### config.mk
export PLATFORM = sky130hd
export DESIGN_NAME = pwdf_admit
export DESIGN_NICKNAME = d
export VERILOG_FILES = /design/src/rtl/core/pwdf_pkg.sv /design/src/rtl/core/pwdf_admit.sv
export SDC_FILE = /design/constraint.sdc
export NUM_CORES = 1
export LEC_CHECK = 0
export BUFFER_PORTS_ARGS = -buffer_cell sky130_fd_sc_hd__buf_2
export CORE_UTILIZATION = 35
export CTS_BUF_LIST = sky130_fd_sc_hd__clkbuf_16
export DETAILED_ROUTE_END_ITERATION = 7
export PLACE_DENSITY = 0.49
export SLEW_MARGIN = 10
export SYNTH_ARGS = -nofsm -noshare
export SYNTH_HDL_FRONTEND = slang
export SYNTH_SLANG_ARGS = --single-unit
export TNS_END_PERCENT = 30
### constraint.sdc
create_clock -name clk -period 6.6 [get_ports clk]
set_clock_uncertainty 0.15 [all_clocks]
set_input_delay 0.99 -clock clk [delete_from_list [all_inputs] [get_ports clk]]
set_output_delay 0.99 -clock clk [all_outputs]
set_load 0.05 [all_outputs]
### src/rtl/core/pwdf_pkg.sv
// Shared types, constants and helpers for the priority weighted drop FIFO.
package pwdf_pkg;

    localparam int MAX_SIZE_W = 11;
    localparam int LEVEL_W    = 8;
    localparam int PRIO_W     = 8;
    localparam int HANDLE_W   = 16;
    localparam int STATUS_W   = 2;
    localparam int COUNT_W    = 11;
    localparam int CFG_IDX_W  = 1;

    localparam int DEPTH_DEFAULT       = 1024;
    localparam int HANDLE_BITS_DEFAULT = 16;

    localparam logic [MAX_SIZE_W-1:0] MAX_SIZE_RESET = 11'd1024;
    localparam logic [LEVEL_W-1:0]    LEVEL_RESET    = 8'd8;

    typedef enum logic [CFG_IDX_W-1:0] {
        CFG_MAX_SIZE = 1'b0,
        CFG_LEVEL    = 1'b1
    } cfg_idx_t;

    typedef enum logic [STATUS_W-1:0] {
        ST_ENQUEUED = 2'd0,
        ST_DROPPED  = 2'd1,
        ST_DEQUEUED = 2'd2,
        ST_EMPTY    = 2'd3
    } status_t;

    typedef enum logic [2:0] {
        FSM_IDLE,
        FSM_ENQ_CHK,
        FSM_DEQ_MUL,
        FSM_DEQ_CHK,
        FSM_DONE
    } fsm_t;

    // Admission operands handed to the compare unit.
    typedef struct packed {
        logic [MAX_SIZE_W-1:0] max_size;
        logic [LEVEL_W-1:0]    level;
        logic [PRIO_W-1:0]     prio;
    } admit_cfg_t;

    function automatic logic [COUNT_W-1:0] sat_count(input logic [31:0] v);
        logic [31:0] lim;
        lim = 32'((1 << COUNT_W) - 1);
        return (v > lim) ? lim[COUNT_W-1:0] : v[COUNT_W-1:0];
    endfunction

endpackage

### src/rtl/core/pwdf_admit.sv
// Registered threshold compare: drop when level is zero, prio > level, or cnt*level > max_size*(level-prio).
module pwdf_admit #(
    parameter int CNT_W = 12
) (
    input  logic                clk,
    input  logic [CNT_W-1:0]    cnt,
    input  pwdf_pkg::admit_cfg_t acfg,
    output logic                drop
);
    localparam int AW   = CNT_W + pwdf_pkg::LEVEL_W;
    localparam int BW   = pwdf_pkg::MAX_SIZE_W + pwdf_pkg::LEVEL_W;
    localparam int CMPW = (AW > BW) ? AW : BW;

    logic [AW-1:0] load_reg;
    logic [BW-1:0] lim_reg;
    logic          zero_thr_reg;
    logic [pwdf_pkg::LEVEL_W-1:0] headroom;

    assign headroom = acfg.level - acfg.prio;

    // floor() drops out: n > floor(x) holds exactly when n > x for integer n
    always_ff @(posedge clk)
    begin
        load_reg     <= AW'(cnt) * AW'(acfg.level);
        lim_reg      <= BW'(acfg.max_size) * BW'(headroom);
        zero_thr_reg <= (acfg.level == '0) || (acfg.prio > acfg.level);
    end

    assign drop = zero_thr_reg || (CMPW'(load_reg) > CMPW'(lim_reg));
endmodule
# Word level (Yosys, flattened, before mapping)
# Index checks and enable logic that the tools add are counted.
# Widths: inputs -> output; s select.
# word_totals
reg_bits	40
mem_bits_rw	0
memories	0
inputBits	40
latchBits	0
output_inout_bits	1
romBits	0
# op_classes
reduce_logical	3
magnitude_cmp	2
add_sub_neg	1
bitwise	0
mul	2
n_shift	0
eq_ne	0
n_div	0
mux	0
# ops
operator	count
$gt 20x19->1	1
$mul 12x8->20	1
$mul 11x8->19	1
$gt 8x8->1	1
$logic_not 8->1	1
$sub 8x8->8	1
$logic_or 1x1->1	2

# Logic depth before layout (Yosys ltp)
# Gate-level depths: netlist of run 1.
# depth
word_depth	2
ltp_mapped	27
mapped_depth_nobuf	25

# Least setup slack after synthesis of run 1
# Ideal clock, no wire load.
# synth_path
path_kind	input to register
startpoint	input acfg[8] in the netlist's numbering
endpoint	register lim_reg[18]
setup_slack_ps	-339
n_path_buf	2
required_ps	6329
cell_stages	26
t_arrival_ps	6668
path_cell_list	clkbuf_1 > inv_1 > ha_1 > inv_1 > fa_1 > a21o_1 > a21oi_1 > nor2b_1 > o31a_1 > a21oi_1 > clkbuf_1 > nand2_1 > fa_1 > fa_1 > inv_1 > fa_1 > inv_1 > fa_1 > inv_1 > ha_1 > nand3_1 > o211ai_1 > o41a_1 > a2111oi_0 > nor3_1 > xnor2_1
# synth_between
elab_chain_cells	2
# synth_rtl
element	line	text
start: declaration	pwdf_admit.sv:7	input pwdf_pkg::admit_cfg_t acfg,
$sub 8x8->8	pwdf_admit.sv:19	assign headroom = acfg.level - acfg.prio;
$mul 11x8->19	pwdf_admit.sv:25	lim_reg <= BW'(acfg.max_size) * BW'(headroom);
end signal: assignment	pwdf_admit.sv:25	
end: declaration	pwdf_admit.sv:15	logic [BW-1:0] lim_reg;
# No other way between the ends.

# Worst setup path after layout of run 1
# Same ends and word-level chain as after synthesis.

==> impl_metrics.json, run 1 <==
{
  "run_status": "completed",
  "htreeDepth": 2,
  "yosys_warnings": 0,
  "final.fill_count": 2281,
  "portBuffers": 40,
  "synth_area_leaders": "fa_1, ha_1, dfxtp_1",
  "synthFlopType": "dfxtp_1",
  "numCtsBuffers": 5,
  "async_flop_share": 0,
  "worst_pin_slew_ps": 600,
  "power_w": 0.00441,
  "required_ps": 6610,
  "grt_pass1_wl_um": 30200,
  "power.density_mw_per_mm2": 498,
  "via_per_inst": 4.62,
  "crit_fanout": 10,
  "cts_hold_buf": 0,
  "syn_nets": 1164,
  "routabilityCongestion": 0.788,
  "area_growth_pct": 14.1,
  "hp-class": "primary input to flop",
  "ant_nets": 0,
  "finalWirelength_um": 17300,
  "grt.overflow.total": 0,
  "worstSetupPathType": "primary input to flop",
  "tns_ps": 0,
  "crit_top_cell": "fa_1",
  "synth_edf_count": 0,
  "clk_pin_slew_ps": 60,
  "cts_tree": "built",
  "start_util": 0.356,
  "fmax_ghz": 0.157,
  "worst_path_max_delay_cell": "fa_1",
  "final_hold_viol_count": 0,
  "hold_depth": 2,
  "clock-sinks": 40,
  "cts-root-buf": "clkbuf_16",
  "ys_types": 51,
  "relSlewSlack": 0.597,
  "dr_total_vias": 5807,
  "dp.cells": 1245,
  "yosys.area.top_type": "fa_1",
  "dieHeight_um": 151,
  "ctsLongestPathBuffers": 2,
  "yosysTopAreaCellShare": 0.297,
  "core-area_mm2": 0.0218,
  "period_needed_ps": 6370,
  "cpPeakStageDelay_ps": 530,
  "drc": 0,
  "antenna_found_initial": 0,
  "fin_crit_sh": 0.965,
  "ys_seq_area_frac": 0.103,
  "crit_family": "adder cells",
  "grt_max_degree": 21,
  "crit_cells": 27,
  "io_pins": 41,
  "vdd_drop_max_mv": 0.317,
  "cp_data_arrival_time_ps": 6380,
  "synth-seq-cells": 40,
  "mostFrequentLayoutCell": "inv_1",
  "drv_slew": 0,
  "rsz0062_at_grt": "yes",
  "dieArea_mm2": 0.0228,
  "grt_pass1_vias": 6006,
  "cap_violations": 0,
  "setup_viol": 0,
  "drive_gt1_frac": 0.130,
  "fin_cells": 1257,
  "drtIter0Drc": 180,
  "setup.worst_path.end_class": "flop",
  "syn_inst": 902,
  "grt_use_total": 0.167,
  "cellLeakagePower_nw": 4.47,
  "nNetsFinal": 1238,
  "largest_reg_flops": 20,
  "critPathLaunchType": "primary input",
  "wl_per_cell_um": 13.7,
  "drtPass1Iterations": 5,
  "n_antenna_cell": 0,
  "syn_area_mm2": 0.00775,
  "syn_area_per_cell_um2": 8.60,
  "post-dp-hpwl_um": 15000,
  "dieWidth_um": 151,
  "crit_buf_inv": 8,
  "rows": 54,
  "final_cell_mix": "inv_1, fa_1, nand2_1"
}
-- final cells by class --
class	instances	area, µm²	area share
flip-flops and latches	40	801	0.0905
multi-input cells	657	6290	0.711
well taps	280	350	0.0396
clock inverters	3	16.3	0.00184
clock buffers	5	125	0.0141
repair buffers	91	589	0.0666
inverters	181	679	0.0768
-- logic make-up after synthesis --
group | share of synthesized area
muxes | 0.0173
DFF | 0.103
buffers and inverters | 0.0995
AOI/OAI and AO/OA | 0.0734
adders and majority gates | 0.470
xor gates and xnor gates | 0.0328
and+or+nand+nor | 0.204
-- repair_timing --
action / 4_1_cts / 5_1_grt
hold endpoints to repair: 0 / 0
gates resized for setup: 0 / 15
setup buffers: 0 / 4
setup endpoints to repair: 0 / 5
-- metal layers --
metal	share of wire	up-vias	track usage
met5	0	-	0
met4	0.0040	0	0.0165
met3	0.025	4	0.0136
met2	0.44	65	0.272
met1	0.53	2774	0.247
li1	-	2964	-
-- per-stage QoR --
stage          hold WS (ps)  area (µm²)  setup WS [ps]  utilization
3_3_place_gp           1200        8620          -98.4        0.396
2_1_floorplan           962        7820           13.6            -
3_5_place_dp           1190        8620           -130        0.396
4_1_cts                 913        8760            150        0.403
6_report                912        8850            230        0.407
5_1_grt                 930        8850          -11.1        0.407
-- path summary, 6_finish.rpt --
| kind | start | to |
|---|---|---|
| hold / removal | cnt[0] | load_reg[0] |
| setup / recovery | acfg[8] | lim_reg[18] |
-- power by group --
group / switching, W / internal (W) / leakage [nW]
clock network: 0.0000911 / 0.000138 / 0.0764
registers: 0.0000347 / 0.000395 / 0.337
logic: 0.00196 / 0.00179 / 4.05
total: 0.00208 / 0.00232 / 4.47
-- synth_stat cells (all sizes together), types with 3 or more instances --
master,instances
a211oi,4
a21o,6
a21oi,28
a31oi,4
and2,89
and3,3
buf,4
clkbuf,20
dfxtp,40
fa,115
ha,107
inv,181
mux2,3
mux2i,10
nand2,103
nand2b,20
nand3,11
nand4,4
nand4b,3
nor2,31
nor2b,12
nor3,13
nor4,4
o2111ai,3
o211ai,6
o21a,8
o21ai,12
o31a,3
o31ai,3
or2,5
or3,5
xnor2,23
xor2,6
(Power assumes the default switching activity.)
==> run 2: changes to the inputs <==
MAX_ROUTING_LAYER = met4   (was default)
==> run 2 against run 1 <==
Net effect: clock power hardly changed; highest routed layer unchanged; non-clock buffer count stayed put; critical path type unchanged; sequential share of layout area did not move; die area did not move; sequential power about the same.
==> impl_metrics.json, run 2 (same netlist as run 1, synthesis figures left out) <==
{
  "run_status": "completed",
  "startpoint": "acfg[8]",
  "post_dp_cell_area_mm2": 0.00862,
  "clock-sinks": 40,
  "area_growth_pct": 14.1,
  "post-dp-hpwl_um": 15000,
  "cpPeakStageDelay_ps": 530,
  "power.density_mw_per_mm2": 499,
  "crit_fanout": 10,
  "drtPass1Iterations": 4,
  "setup_viol": 0,
  "cellLeakagePower_nw": 4.47,
  "ctsLongestPathBuffers": 2,
  "tns_ps": 0,
  "grt.overflow.total": 0,
  "final_hold_viol_count": 0,
  "ant_nets": 0,
  "p_seq_frac": 0.097,
  "numCtsBuffers": 5,
  "relSlewSlack": 0.559,
  "clk_pin_slew_ps": 60,
  "finalWirelength_um": 17300,
  "crit_top_cell": "fa_1",
  "largest_reg_flops": 20,
  "dieWidth_um": 151,
  "grt_max_degree": 21,
  "routabilityCongestion": 0.799,
  "nNetsFinal": 1238,
  "final_cell_mix": "inv_1, fa_1, nand2_1",
  "final_cell_area_mm2": 0.00885,
  "cts_tree": "built",
  "dr_total_vias": 5822,
  "grt_pass1_vias": 5997,
  "required_ps": 6610,
  "drv_slew": 0,
  "final.fill_count": 2281,
  "rsz0062_at_grt": "yes",
  "grt_pass1_wl_um": 30200,
  "worstSetupPathType": "primary input to flop",
  "worst_pin_slew_ps": 655,
  "n_antenna_cell": 0,
  "fmax_ghz": 0.157,
  "final_core_util": 0.407,
  "rows": 54,
  "antenna_found_initial": 0,
  "dieArea_mm2": 0.0228,
  "setup.worst_path.end_class": "flop",
  "cts-root-buf": "clkbuf_16",
  "cap_violations": 0,
  "start_util": 0.356,
  "fin_crit_sh": 0.966,
  "period_needed_ps": 6370,
  "critPathLaunchType": "primary input",
  "wl_per_cell_um": 13.7,
  "worst_path_max_delay_cell": "fa_1",
  "dieHeight_um": 151,
  "mostFrequentLayoutCell": "inv_1",
  "power.switching_w": 0.00209,
  "comb_power_share": 0.851,
  "power_w": 0.00441,
  "p_clk_frac": 0.052,
  "portBuffers": 40,
  "intPower_w": 0.00232,
  "hp-class": "primary input to flop",
  "htreeDepth": 2,
  "min_from": "cnt[0]",
  "cts_hold_buf": 0,
  "grt_use_total": 0.172,
  "timing.hold.ws_ps": 912,
  "io_pins": 41,
  "cp_data_arrival_time_ps": 6380,
  "drc": 0,
  "drive_gt1_frac": 0.130,
  "vdd_drop_max_mv": 0.317,
  "via_per_inst": 4.63,
  "swShare": 0.473,
  "drtIter0Drc": 163,
  "core-area_mm2": 0.0218
}
-- run 2: critical path, delay by kind of cell --
kind / cells / cell delay (ps)
AO/OA/AOI/OAI: 8 / 1590
XOR/XNOR: 1 / 130
adder cells (fa/ha/maj): 7 / 2650
buffers and inverters: 8 / 740
AND/OR/NAND/NOR: 3 / 290
-- run 2: stage by stage --
step / setup slack [ps] / cells
6_report: 226 / 1257
5_1_grt: -11.1 / 1257
4_1_cts: 150 / 1253
3_5_place_dp: -130 / 1245
3_3_place_gp: -98.4 / 1245
2_1_floorplan: 13.6 / 902
-- run 2: routing by layer --
layer | wire (µm) | up-vias | share of wire | global-route usage
met2 | 7650 | 72 | 0.44 | 0.272
met1 | 9100 | 2782 | 0.53 | 0.248
met5 | 0 | - | 0 | -
li1 | - | 2964 | - | -
met3 | 440 | 4 | 0.025 | 0.0136
met4 | 68 | 0 | 0.0039 | 0.0165
-- run 2: power by group through the flow --
stage	clock network, W	registers [W]	logic (W)
2_1_floorplan	0	0.000422	0.00261
3_3_place_gp	0	0.000438	0.00367
3_5_place_dp	0	0.000437	0.00367
4_1_cts	0.000235	0.000433	0.00370
5_1_grt	0.000243	0.000444	0.00429
6_report	0.000229	0.000430	0.00375
-- run 2: area by class of cell --
type / instances / area (µm²) / area share
Inverter: 181 / 679 / 0.0768
Sequential cell: 40 / 801 / 0.0905
Tap cell: 280 / 350 / 0.0396
Timing Repair Buffer: 91 / 589 / 0.0666
Clock inverter: 3 / 16.3 / 0.00184
Multi-Input combinational cell: 657 / 6290 / 0.711
Clock buffer: 5 / 125 / 0.0141
-- run 2: final timing paths --
path / endpoint / slack [ps] / depth (start not counted)
worst min-delay path: load_reg[0] / 910 / 2
worst max-delay path: lim_reg[18] / 230 / 27
-- run 2: timing repair --
item                                    in CTS  in global routing
endpoints found under the setup margin       0                  5
gates resized for setup                      0                 15
setup buffers                                0                  4
hold endpoints to repair                     0                  0
